**src/hw/rtl/column_predicate_filter_assert.svh**
```systemverilog
// Assertion macros used by the batch accumulator of the column predicate filter RTL.
`ifndef COLUMN_PREDICATE_FILTER_ASSERT_SVH
`define COLUMN_PREDICATE_FILTER_ASSERT_SVH

// Same-cycle implication, disabled while reset is low.
`define CPF_ASSERT_NOW(label, clk, rst_n, ante, cons, msg) \
    label: assert property (@(posedge clk) disable iff (!rst_n) (ante) |-> (cons)) \
        else $error(msg);

// Next-cycle implication, disabled while reset is low.
`define CPF_ASSERT_NEXT(label, clk, rst_n, ante, cons, msg) \
    label: assert property (@(posedge clk) disable iff (!rst_n) (ante) |=> (cons)) \
        else $error(msg);

`endif

```
**src/hw/rtl/cpf_pkg.sv**
```systemverilog
// Types and constants of the column predicate filter.
`default_nettype none

package cpf_pkg;

    localparam int unsigned VALUE_W    = 64;
    localparam int unsigned MODE_W     = 3;
    localparam int unsigned CFG_IDX_W  = 2;
    localparam int unsigned CFG_DATA_W = 64;

    // Compare modes; codes 6 and 7 never pass the compare
    localparam logic [MODE_W-1:0] MODE_LT       = 3'd0;
    localparam logic [MODE_W-1:0] MODE_LE       = 3'd1;
    localparam logic [MODE_W-1:0] MODE_EQ       = 3'd2;
    localparam logic [MODE_W-1:0] MODE_GE       = 3'd3;
    localparam logic [MODE_W-1:0] MODE_GT       = 3'd4;
    localparam logic [MODE_W-1:0] MODE_ISNULL   = 3'd5;
    localparam logic [MODE_W-1:0] MODE_SPARE_LO = 3'd6;
    localparam logic [MODE_W-1:0] MODE_SPARE_HI = 3'd7;

    // Register indexes
    localparam logic [CFG_IDX_W-1:0] CFG_IDX_MODE     = 2'd0;
    localparam logic [CFG_IDX_W-1:0] CFG_IDX_ARGUMENT = 2'd1;
    localparam logic [CFG_IDX_W-1:0] CFG_IDX_HAS_NULL = 2'd2;
    localparam logic [CFG_IDX_W-1:0] CFG_IDX_ALL_NULL = 2'd3;

    typedef struct packed {
        logic [MODE_W-1:0]  compare_mode;
        logic [VALUE_W-1:0] compare_argument;
        logic               column_holds_null;
        logic               column_all_null;
    } t_cfg;

    typedef struct packed {
        logic [VALUE_W-1:0] row_value;
        logic               row_is_null;
        logic               prior_match;
        logic               last_row;
    } t_row;

    typedef struct packed {
        logic row_match;
        logic set_match;
        logic set_mismatch;
    } t_eval;

endpackage

`default_nettype wire

```
**src/hw/rtl/cpf_cfg_regs.sv**
```systemverilog
// Configuration register file of the column predicate filter.
`default_nettype none

module cpf_cfg_regs (
    input  wire logic                              i_clk,
    input  wire logic                              i_rst_n,
    input  wire logic                              i_cfg_we,
    input  wire logic [cpf_pkg::CFG_IDX_W-1:0]     i_cfg_index,
    input  wire logic [cpf_pkg::CFG_DATA_W-1:0]    i_cfg_data,
    output cpf_pkg::t_cfg                          o_cfg
);

    cpf_pkg::t_cfg r_cfg;
    cpf_pkg::t_cfg n_cfg;

    always_comb begin
        n_cfg = r_cfg;
        if (i_cfg_we) begin
            case (i_cfg_index)
                cpf_pkg::CFG_IDX_MODE: begin
                    n_cfg.compare_mode = i_cfg_data[cpf_pkg::MODE_W-1:0];
                end
                cpf_pkg::CFG_IDX_ARGUMENT: begin
                    n_cfg.compare_argument = i_cfg_data[cpf_pkg::VALUE_W-1:0];
                end
                cpf_pkg::CFG_IDX_HAS_NULL: begin
                    n_cfg.column_holds_null = i_cfg_data[0];
                end
                cpf_pkg::CFG_IDX_ALL_NULL: begin
                    n_cfg.column_all_null = i_cfg_data[0];
                end
                default: begin
                    n_cfg = r_cfg;
                end
            endcase
        end
    end

    always_ff @(posedge i_clk) begin
        if (!i_rst_n) begin
            r_cfg.compare_mode      <= cpf_pkg::MODE_EQ;
            r_cfg.compare_argument  <= '0;
            r_cfg.column_holds_null <= 1'b0;
            r_cfg.column_all_null   <= 1'b0;
        end else begin
            r_cfg <= n_cfg;
        end
    end

    assign o_cfg = r_cfg;

endmodule

`default_nettype wire

```
**src/hw/rtl/cpf_row_eval.sv**
```systemverilog
// Per-row predicate evaluation: compare, null test and statistics fast paths.
`default_nettype none

module cpf_row_eval (
    input  wire cpf_pkg::t_cfg i_cfg,
    input  wire cpf_pkg::t_row i_row,
    output cpf_pkg::t_eval     o_eval
);

    logic is_lt;
    logic is_eq;
    logic cmp_pass;
    logic ord_match;

    assign is_lt = $signed(i_row.row_value) < $signed(i_cfg.compare_argument);
    assign is_eq = i_row.row_value == i_cfg.compare_argument;

    always_comb begin
        case (i_cfg.compare_mode)
            cpf_pkg::MODE_LT: cmp_pass = is_lt;
            cpf_pkg::MODE_LE: cmp_pass = is_lt | is_eq;
            cpf_pkg::MODE_EQ: cmp_pass = is_eq;
            cpf_pkg::MODE_GE: cmp_pass = ~is_lt;
            cpf_pkg::MODE_GT: cmp_pass = ~is_lt & ~is_eq;
            default:          cmp_pass = 1'b0;
        endcase
    end

    always_comb begin
        ord_match = 1'b0;
        o_eval    = '0;
        if (i_cfg.compare_mode == cpf_pkg::MODE_ISNULL) begin
            if (!i_cfg.column_holds_null) begin
                // no nulls in the column: prior match passes through, batch sees a mismatch
                o_eval.row_match    = i_row.prior_match;
                o_eval.set_mismatch = 1'b1;
            end else if (i_cfg.column_all_null) begin
                o_eval.row_match = i_row.prior_match;
                o_eval.set_match = 1'b1;
            end else begin
                ord_match           = i_row.prior_match & i_row.row_is_null;
                o_eval.row_match    = ord_match;
                o_eval.set_match    = ord_match;
                o_eval.set_mismatch = ~ord_match;
            end
        end else begin
            if (i_cfg.column_all_null) begin
                o_eval.row_match    = i_row.prior_match;
                o_eval.set_mismatch = 1'b1;
            end else begin
                ord_match           = i_row.prior_match & ~i_row.row_is_null & cmp_pass;
                o_eval.row_match    = ord_match;
                o_eval.set_match    = ord_match;
                o_eval.set_mismatch = ~ord_match;
            end
        end
    end

endmodule

`default_nettype wire

```
**src/hw/rtl/cpf_batch_acc.sv**
```systemverilog
// Batch match/mismatch accumulators and the result register.
`default_nettype none

`include "column_predicate_filter_assert.svh"

module cpf_batch_acc (
    input  wire logic     i_clk,
    input  wire logic     i_rst_n,
    input  wire logic     i_load,
    input  wire logic     i_last_row,
    input  wire cpf_pkg::t_eval i_eval,
    input  wire logic     i_out_stall,
    output logic          o_out_valid,
    output logic          o_row_match,
    output logic          o_batch_any_match,
    output logic          o_batch_any_mismatch,
    output logic          o_batch_done
);

    logic r_match_seen;
    logic r_mismatch_seen;
    logic n_match_seen;
    logic n_mismatch_seen;
    logic r_out_valid;
    logic n_out_valid;
    logic r_row_match;
    logic r_any_match;
    logic r_any_mismatch;
    logic r_done;
    logic seen_match;
    logic seen_mismatch;

    assign seen_match    = r_match_seen | i_eval.set_match;
    assign seen_mismatch = r_mismatch_seen | i_eval.set_mismatch;

    always_comb begin
        n_match_seen    = r_match_seen;
        n_mismatch_seen = r_mismatch_seen;
        if (i_load) begin
            // last row reports and clears
            n_match_seen    = seen_match & ~i_last_row;
            n_mismatch_seen = seen_mismatch & ~i_last_row;
        end
        if (i_load) begin
            n_out_valid = 1'b1;
        end else if (i_out_stall) begin
            n_out_valid = r_out_valid;
        end else begin
            n_out_valid = 1'b0;
        end
    end

    always_ff @(posedge i_clk) begin
        if (!i_rst_n) begin
            r_match_seen    <= 1'b0;
            r_mismatch_seen <= 1'b0;
            r_out_valid     <= 1'b0;
        end else begin
            r_match_seen    <= n_match_seen;
            r_mismatch_seen <= n_mismatch_seen;
            r_out_valid     <= n_out_valid;
        end
    end

    always_ff @(posedge i_clk) begin
        if (i_load) begin
            r_row_match    <= i_eval.row_match;
            r_any_match    <= seen_match & i_last_row;
            r_any_mismatch <= seen_mismatch & i_last_row;
            r_done         <= i_last_row;
        end
    end

    assign o_out_valid          = r_out_valid;
    assign o_row_match          = r_row_match;
    assign o_batch_any_match    = r_any_match;
    assign o_batch_any_mismatch = r_any_mismatch;
    assign o_batch_done         = r_done;

    `CPF_ASSERT_NOW(a_batch_flags_only_on_done, i_clk, i_rst_n,
        r_out_valid && !r_done, !r_any_match && !r_any_mismatch,
        "batch flags set on a result that does not close the batch")

    `CPF_ASSERT_NOW(a_done_reports_something, i_clk, i_rst_n,
        r_out_valid && r_done, r_any_match || r_any_mismatch,
        "closing result reports neither match nor mismatch")

    `CPF_ASSERT_NEXT(a_acc_clears_on_last, i_clk, i_rst_n,
        i_load && i_last_row, !r_match_seen && !r_mismatch_seen,
        "accumulators not cleared after the last row")

    `CPF_ASSERT_NEXT(a_load_gives_valid, i_clk, i_rst_n,
        i_load, r_out_valid,
        "loaded result not presented")

endmodule

`default_nettype wire

```
**src/hw/rtl/column_predicate_filter.sv**
```systemverilog
// Column predicate filter: streaming per-row match update over a column batch.
//
// Input channel: i_in_valid / o_in_stall with row_value, row_is_null,
// prior_match and last_row; a transaction completes on a clock edge with
// valid high and stall low. Output channel: o_out_valid / i_out_stall with
// one result per row (row_match, and on the last row the batch flags with
// batch_done set). Configuration: i_cfg_we, i_cfg_index, i_cfg_data, taken
// at any edge with i_cfg_we high; write only while no rows are in flight.
// The input transaction fills the input register; the compare and fast-path
// logic then feed the result register, which raises result valid. Throughput
// is one row per cycle while i_out_stall stays low, with the 64-bit compare
// between the two registers. The input register can take one row while a
// result waits; when i_out_stall holds, the result register and the input
// register fill and o_in_stall rises. Reset (synchronous, active low) empties
// the pipeline, clears the batch accumulators and returns the configuration to
// equal-compare against zero with both statistics flags clear.
`default_nettype none

module column_predicate_filter (
    input  wire logic                           i_clk,
    input  wire logic                           i_rst_n,
    input  wire logic                           i_cfg_we,
    input  wire logic [cpf_pkg::CFG_IDX_W-1:0]  i_cfg_index,
    input  wire logic [cpf_pkg::CFG_DATA_W-1:0] i_cfg_data,
    input  wire logic                           i_in_valid,
    output logic                                o_in_stall,
    input  wire logic signed [cpf_pkg::VALUE_W-1:0] i_row_value,
    input  wire logic                           i_row_is_null,
    input  wire logic                           i_prior_match,
    input  wire logic                           i_last_row,
    output logic                                o_out_valid,
    input  wire logic                           i_out_stall,
    output logic                                o_row_match,
    output logic                                o_batch_any_match,
    output logic                                o_batch_any_mismatch,
    output logic                                o_batch_done
);

    cpf_pkg::t_cfg  cfg;
    cpf_pkg::t_row  r_row;
    cpf_pkg::t_eval row_eval;
    logic           r_row_valid;
    logic           n_row_valid;
    logic           res_ready;
    logic           in_take;
    logic           res_load;

    cpf_cfg_regs u_cfg (
        .i_clk       (i_clk),
        .i_rst_n     (i_rst_n),
        .i_cfg_we    (i_cfg_we),
        .i_cfg_index (i_cfg_index),
        .i_cfg_data  (i_cfg_data),
        .o_cfg       (cfg)
    );

    // result register frees up when empty or being drained this cycle
    assign res_ready  = ~o_out_valid | ~i_out_stall;
    assign res_load   = r_row_valid & res_ready;
    assign o_in_stall = r_row_valid & ~res_ready;
    assign in_take    = i_in_valid & ~o_in_stall;

    always_comb begin
        if (in_take) begin
            n_row_valid = 1'b1;
        end else if (res_ready) begin
            n_row_valid = 1'b0;
        end else begin
            n_row_valid = r_row_valid;
        end
    end

    always_ff @(posedge i_clk) begin
        if (!i_rst_n) begin
            r_row_valid <= 1'b0;
        end else begin
            r_row_valid <= n_row_valid;
        end
    end

    always_ff @(posedge i_clk) begin
        if (in_take) begin
            r_row.row_value   <= i_row_value;
            r_row.row_is_null <= i_row_is_null;
            r_row.prior_match <= i_prior_match;
            r_row.last_row    <= i_last_row;
        end
    end

    cpf_row_eval u_eval (
        .i_cfg  (cfg),
        .i_row  (r_row),
        .o_eval (row_eval)
    );

    cpf_batch_acc u_acc (
        .i_clk                (i_clk),
        .i_rst_n              (i_rst_n),
        .i_load               (res_load),
        .i_last_row           (r_row.last_row),
        .i_eval               (row_eval),
        .i_out_stall          (i_out_stall),
        .o_out_valid          (o_out_valid),
        .o_row_match          (o_row_match),
        .o_batch_any_match    (o_batch_any_match),
        .o_batch_any_mismatch (o_batch_any_mismatch),
        .o_batch_done         (o_batch_done)
    );

endmodule

`default_nettype wire
```
**config.mk**
```make
export PLATFORM = sky130hd
export DESIGN_NAME = column_predicate_filter
export DESIGN_NICKNAME = d
export VERILOG_FILES = /design/src/hw/rtl/cpf_pkg.sv /design/src/hw/rtl/cpf_cfg_regs.sv /design/src/hw/rtl/cpf_row_eval.sv /design/src/hw/rtl/cpf_batch_acc.sv /design/src/hw/rtl/column_predicate_filter.sv
export VERILOG_INCLUDE_DIRS = /design/src /design/src/hw/rtl
export SDC_FILE = /design/constraint.sdc
export NUM_CORES = 1
export LEC_CHECK = 0
export ABC_AREA = 0
export BUFFER_PORTS_ARGS = -buffer_cell sky130_fd_sc_hd__clkbuf_2
export CORE_MARGIN = 2
export CORE_UTILIZATION = 24
export DETAILED_ROUTE_END_ITERATION = 8
export HOLD_SLACK_MARGIN = 0.15
export SLEW_MARGIN = 30
export SYNTH_ARGS = -nofsm -noshare
export SYNTH_HDL_FRONTEND = slang
export SYNTH_SLANG_ARGS = --single-unit
```
**constraint.sdc**
```tcl
create_clock -name i_clk -period 5.8 [get_ports i_clk]
set_input_delay 1.45 -clock i_clk [delete_from_list [all_inputs] [get_ports i_clk]]
set_output_delay 1.45 -clock i_clk [all_outputs]
set_load 0.02 [all_outputs]
```
==> flow_metrics.py, run 1 <==
metrics = {
    "global_route": {
        "grtUsageTotal_pct": 11.2,
        "grt_overflow_total": 0,
        "grt_pass1_wl_um": 24500,
        "grt_pass1_vias": 4740,
        "grt_max_degree": 68,
        "antenna_found_initial": 0,
    },
    "drt": {
        "wire_per_inst_um": 13.3,
        "drc_errors": 0,
        "first_pass_iters": 4,
        "via_count": 4743,
        "wirelength_um": 15200,
        "antenna_left": 0,
        "vias_per_cell": 4.15,
        "drtIter0Drc": 167,
    },
    "cts": {
        "cts_resized": 0,
        "cts_buffers": 17,
        "clk_latency_ns": 0.42,
        "cts_hold_buf": 0,
        "postCtsSetupRepairBufs": 0,
        "cts.clk_slew.worst_paths_ns": 0.05,
        "root_buffer": "clkbuf_16",
        "clockBufferDepth": 2,
        "cts_max_level": 4,
        "cts_tree": "done",
        "cts.sink_count": 144,
    },
    "critical_path": {
        "worstPathArrival_ns": 1.99,
        "critPathLaunchType": "input port",
        "path_class": "in2out",
        "reg2reg_depth": 11,
        "required_ns": 4.35,
        "crit_path_end_kind": "output pin",
        "path_max_fanout": 3,
    },
    "timing": {
        "setup_viol": 0,
        "fmax_mhz": 291,
        "max-slew-margin-rel_pct": 46.4,
        "hold_violations": 0,
        "finalMaxSlewViolations": 0,
        "clock-skew-final_ns": 0.0133,
        "setup_tns_ns": 0,
        "worstMarginPinSlew_ns": 0.802,
        "fin_crit_ns": 3.44,
        "hold_slack_ns": 0.451,
        "rsz0062_at_grt": "no",
        "fin_crit_sh_pct": 59.2,
    },
    "synth": {
        "synth_seq_cells": 144,
        "synth_top_area_share_pct": 32.5,
        "ys_warn_count": 0,
        "syn_area_um2": 6570,
        "synth_adder_area_share_pct": 12.2,
        "synth_edf_count": 71,
        "synth_simple_gate_area_share_pct": 13.8,
        "synth_compound_area_share_pct": 13.4,
        "synth_top_family_by_area": "simple AND/OR/NAND/NOR gates",
        "synth_cell_types": 37,
        "synth_area_leaders": "edfxtp_1 (32%), dfxtp_1 (22%), ha_1 (12%)",
        "synth_top_area_cell": "edfxtp_1",
        "synthXorXnorAreaFrac_pct": 0.133,
        "synth_cells": 644,
        "synthMuxAreaShare_pct": 0.762,
        "synthArstFlopShare_pct": 0,
        "ys.flop_type": "dfxtp_1",
        "seq_area_frac_synth_pct": 54.7,
        "syn_avg_cell_area_um2": 10.2,
        "syn-num-nets": 846,
    },
    "pwr": {
        "leakage_nw": 3.20,
        "vdd_drop_max_mv": 0.156,
        "p_per_area_nw_per_um2": 297,
    },
    "floorplanning": {
        "start_util_pct": 24.4,
        "core-area_um2": 27000,
        "rows": 60,
        "dieArea_um2": 28700,
        "fp.dieH_um": 169,
        "die_x_um": 169,
        "ioPinCount": 144,
    },
    "status": {
        "status": "finished, final reports clean",
    },
    "layout": {
        "area_delta_synth_final_pct": 25.9,
        "diodes": 0,
        "drive_gt1_share_pct": 22.6,
        "fillers": 2802,
        "fin_cells": 1143,
        "num-nets-final": 991,
    },
    "hold_path": {
        "min_path_cells": 2,
        "holdCritPathClass": "reg2reg",
    },
    "placed_design": {
        "dpl.hpwl_um": 10900,
        "dp.cells": 1111,
        "io_buffers": 143,
        "gp_congestion": 0.715,
    },
    "flow_run": {
        "drv_cap": 0,
    },
}
## path summary, 6_finish.rpt
check / startpoint / slack (ns) / end
setup reg to reg: r_row[66] / 2.51 / u_acc.o_row_match
setup / recovery: i_out_stall / 2.36 / o_in_stall
hold reg to reg: u_acc.r_mismatch_seen / 0.45 / u_acc.r_mismatch_seen
hold / removal: u_acc.r_mismatch_seen / 0.45 / u_acc.r_mismatch_seen
## layer usage
metal	wire length, um	global-route usage (%)
met5	0	0
met1	7460	14.9
met4	148	2.90
met3	770	3.10
met2	6800	17.8
## critical path: stages
cell      delay [ns]
clkbuf_2        0.10
and3_1          0.24
clkbuf_2        0.20
## final cells by class
cell class | count | area [um2] | area share, %
clock buffers | 21 | 450 | 5.44
clock inverters | 11 | 138 | 1.66
inverters | 66 | 248 | 2.99
multi-input cells | 413 | 2670 | 32.2
flip-flops and latches | 144 | 3590 | 43.4
well taps | 341 | 427 | 5.16
repair buffers | 147 | 752 | 9.09
## placed cells by master, fill, tap and decap left out, types with 3 or more instances in the layout
cell,instances
nand2_1,153
clkbuf_2,142
dfxtp_1,73
edfxtp_1,71
inv_1,66
a21boi_0,65
ha_1,64
a21oi_1,36
o21ai_0,17
clkbuf_16,17
nand4_1,13
nor2_1,10
nor2b_1,8
nand3_1,5
mux2i_1,5
clkinv_2,4
a21o_1,3
nor3b_1,3
bufinv_16,3
clkbuf_1,3
buf_4,3
## logic make-up (layout without fill, tap and decap cells)
group,count (synthesis),count (layout)
AO/OA/AOI/OAI,135,135
XOR/XNOR,1,1
adder cells (fa/ha/maj),64,64
buffers and inverters,87,245
flip-flops,144,144
multiplexers,5,5
AND/OR/NAND/NOR,208,208
## registers in the layout, indices dropped and copies added (netlist names)
| signal | cells |
|---|---|
| r_row | 67 |
| r_row_valid | 1 |
| u_acc.o_batch_any_match | 1 |
| u_acc.o_batch_any_mismatch | 1 |
| u_acc.o_batch_done | 1 |
| u_acc.o_out_valid | 1 |
| u_acc.o_row_match | 1 |
| u_acc.r_match_seen | 1 |
| u_acc.r_mismatch_seen | 1 |
| u_cfg.o_cfg | 69 |
## stage by stage
step | total power [mW] | instance area [um2] | setup WS (ns) | utilization (%)
2_1_floorplan | 1.27 | 6570 | 0.597 | -
3_3_place_gp | 1.37 | 7680 | 2.34 | 28.5
3_5_place_dp | 1.37 | 7680 | 2.36 | 28.5
4_1_cts | 2.50 | 8270 | 2.36 | 30.7
5_1_grt | 2.58 | 8270 | 2.25 | 30.7
6_report | 2.45 | 8270 | 2.36 | 30.7
## where the power goes
group | internal (mW) | switching, mW | leakage (nW)
Combinational | 0.0942 | 0.112 | 1.63
Clock | 0.685 | 0.427 | 0.285
Sequential | 1.12 | 0.0180 | 1.29
Total | 1.90 | 0.557 | 3.20
## cells in the mapped netlist, drive strengths merged, types with 9 or more instances
library cell,n
nor2,11
clkbuf,21
nor2b,9
inv,66
a21oi,37
o21ai,18
edfxtp,71
ha,64
nand2,153
a21boi,66
nand4,13
dfxtp,73
Note: power is estimated with default switching activity, not from simulation.
==> run 2, diff against run 1 <==
- ABC_AREA: 0 -> 1
- clock period: 5.8 -> 2.9 ns (I/O delays scaled with it)
==> run 2 against run 1 <==
Effect of this change:
- first-iteration DRC count up 21%
- largest cell class unchanged
- highest routed layer is now met5
- clock power increased by 98%
- sequential power increased by 100%
- register-to-register slack worse by 2.1 ns
- synthesized cell count up 2.3%
==> flow_metrics.py, run 2 <==
metrics = {
    "drt": {
        "wire_per_inst_um": 13.0,
        "drtIter0Drc": 202,
        "via_count": 4916,
        "antenna_left": 0,
        "vias_per_cell": 4.24,
        "drc_errors": 0,
        "wirelength_um": 15100,
        "first_pass_iters": 4,
    },
    "placed_design": {
        "io_buffers": 143,
        "dpl.hpwl_um": 10700,
        "dpl_cell_area_um2": 7600,
        "gp_congestion": 0.725,
    },
    "floorplanning": {
        "die_x_um": 168,
        "rows": 60,
        "ioPinCount": 144,
        "core-area_um2": 26700,
        "fp.dieH_um": 168,
        "dieArea_um2": 28300,
        "start_util_pct": 24.2,
    },
    "global_route": {
        "grt_pass1_wl_um": 24200,
        "antenna_found_initial": 1,
        "grt_max_degree": 86,
        "grt_overflow_total": 0,
        "grtUsageTotal_pct": 11.1,
        "grt_pass1_vias": 4905,
    },
    "synth": {
        "synth_cells": 659,
        "synth_area_leaders": "edfxtp_1 (33%), dfxtp_1 (23%), ha_1 (12%)",
        "synth_seq_cells": 144,
        "synth_top_area_cell": "edfxtp_1",
        "syn_avg_cell_area_um2": 9.82,
        "ys_warn_count": 0,
        "synth_edf_count": 71,
        "synthArstFlopShare_pct": 0,
        "syn-num-nets": 861,
        "ys.flop_type": "dfxtp_1",
        "syn_area_um2": 6470,
        "seq_area_frac_synth_pct": 55.6,
        "synth_top_area_share_pct": 33.0,
        "synth_common_cells": "a21oi_1 (102), inv_1 (94), nand2_1 (78)",
        "yosysMostFrequentCell": "a21oi_1",
        "synth_cell_types": 27,
    },
    "critical_path": {
        "cp_cell_sequence": "ha_1 -> nand4_2 -> nor2_2 -> nand3b_1 -> nor2_2 -> nand2_2 -> nand2_2 -> nand2_2 -> nand3_2 -> nand2_1 -> nor2_1 -> nand2_1 -> nand2_2 -> nand3_1 -> nand2_1 -> inv_1",
        "required_ns": 3.07,
        "worstPathArrival_ns": 2.69,
        "cpMaxStageDelayCell": "ha_1",
        "critPathBufInv": 1,
        "crit_path_end_kind": "register",
        "critPathLaunchType": "register",
        "r2r_slack_ns": 0.38,
        "path_class": "reg2reg",
        "path_max_fanout": 6,
        "path_common_cell": "nand2_2",
        "cp_top_family": "simple AND/OR/NAND/NOR gates",
        "max_stage_delay_ns": 0.45,
    },
    "cts": {
        "cts_resized": 0,
        "cts_buffers": 17,
        "postCtsSetupRepairBufs": 0,
        "cts_max_level": 4,
        "clk_latency_ns": 0.42,
        "cts_tree": "done",
        "cts.sink_count": 144,
        "root_buffer": "clkbuf_16",
        "cts.clk_slew.worst_paths_ns": 0.06,
        "cts_hold_buf": 0,
        "clockBufferDepth": 2,
    },
    "timing": {
        "fmax_mhz": 398,
        "setup_viol": 0,
        "max-slew-margin-rel_pct": 55.1,
        "fin_crit_ns": 2.52,
        "setup_tns_ns": 0,
        "rsz0062_at_grt": "no",
        "finalMaxSlewViolations": 0,
        "worstMarginPinSlew_ns": 0.673,
        "fin_crit_sh_pct": 86.7,
        "clock-skew-final_ns": 0.0124,
        "hold_violations": 0,
    },
    "layout": {
        "fin_area_um2": 8180,
        "num-nets-final": 1007,
        "largest_reg_flops": 69,
        "diodes": 0,
        "area_delta_synth_final_pct": 26.4,
        "drive_gt1_share_pct": 24.3,
        "layout_commonest_cell": "clkbuf_2",
        "final_cell_mix": "clkbuf_2 (143), a21oi_1 (102), inv_1 (93)",
    },
    "pwr": {
        "vdd_drop_max_mv": 0.328,
        "p_per_area_nw_per_um2": 613,
        "total_power_mw": 5.02,
        "leakage_nw": 3.43,
    },
    "hold_path": {
        "holdCritPathClass": "reg2reg",
    },
    "status": {
        "status": "finished, final reports clean",
    },
    "flow_run": {
        "drv_cap": 0,
    },
}
[run 2: cell types whose count changed in the layout (fill, tap and decap cells not counted), moves of 5 or more]
cell / change
a21oi_1: +66
nand3_1: +10
nor2_1: +17
o21ai_0: +58
nor3_1: +5
mux2i_1: -5
a21boi_0: -65
inv_1: +27
nand2_1: -75
nor2b_1: -8
nand2_2: +6
nand4_1: -8
[run 2: layout make-up]
type                    count  area [um2]
clock inverters            11         113
repair buffers            148         778
multi-input cells         398        2440
flip-flops and latches    144        3590
clock buffers              21         470
well taps                 341         427
inverters                  96         362
fillers                  2830       18500
[run 2: through the flow]
| step | instances | utilization, % | hold WS (ns) | worst slack (ns) |
|---|---|---|---|---|
| 2_1_floorplan | 659 | - | 0.435 | 0.105 |
| 3_3_place_gp | 1127 | 28.4 | 0.446 | 0.310 |
| 3_5_place_dp | 1127 | 28.4 | 0.451 | 0.282 |
| 4_1_cts | 1159 | 30.6 | 0.456 | 0.269 |
| 5_1_grt | 1159 | 30.6 | 0.451 | 0.0459 |
| 6_report | 1159 | 30.6 | 0.457 | 0.384 |
[run 2: report_power, final]
group          internal, mW  leakage, nW  total [mW]  switching, mW
registers              2.25         1.29        2.29         0.0332
logic                 0.220         1.85       0.523          0.303
clock network          1.33        0.283        2.20          0.878
[run 2: metal layers]
metal	up-vias	part of all wire (%)	GRT usage, %
li1	2539	-	-
met1	2264	46	13.3
met2	97	48	19.1
met3	14	4.9	3.34
met4	2	1.2	3.37
met5	-	0.073	0
[run 2: worst register-to-register path, stage by stage (launching register included)]
cell and delay, ns:
edfxtp_1 0.36, ha_1 0.45, nand4_2 0.16, nor2_2 0.17, nand3b_1 0.15, nor2_2 0.20
nand2_2 0.09, nand2_2 0.07, nand2_2 0.06, nand3_2 0.06, nand2_1 0.04, nor2_1 0.10
nand2_1 0.08, nand2_2 0.08, nand3_1 0.09, nand2_1 0.08, inv_1 0.04
[run 2: worst paths after layout]
check	from	endpoint	cells after the start
setup / recovery	r_row[66]	u_acc.o_batch_any_match	16
hold / removal	u_cfg.o_cfg[51]	u_cfg.o_cfg[51]	2
setup reg to reg	r_row[66]	u_acc.o_batch_any_match	16
hold reg to reg	u_cfg.o_cfg[51]	u_cfg.o_cfg[51]	2
[run 2: cells by family after synthesis]
logic type	after synthesis	share of synthesized area, %
simple gates	149	10.7
compound gates	185	14.6
buf+inv	117	6.79
flops	144	55.6
fa+ha+maj	64	12.4
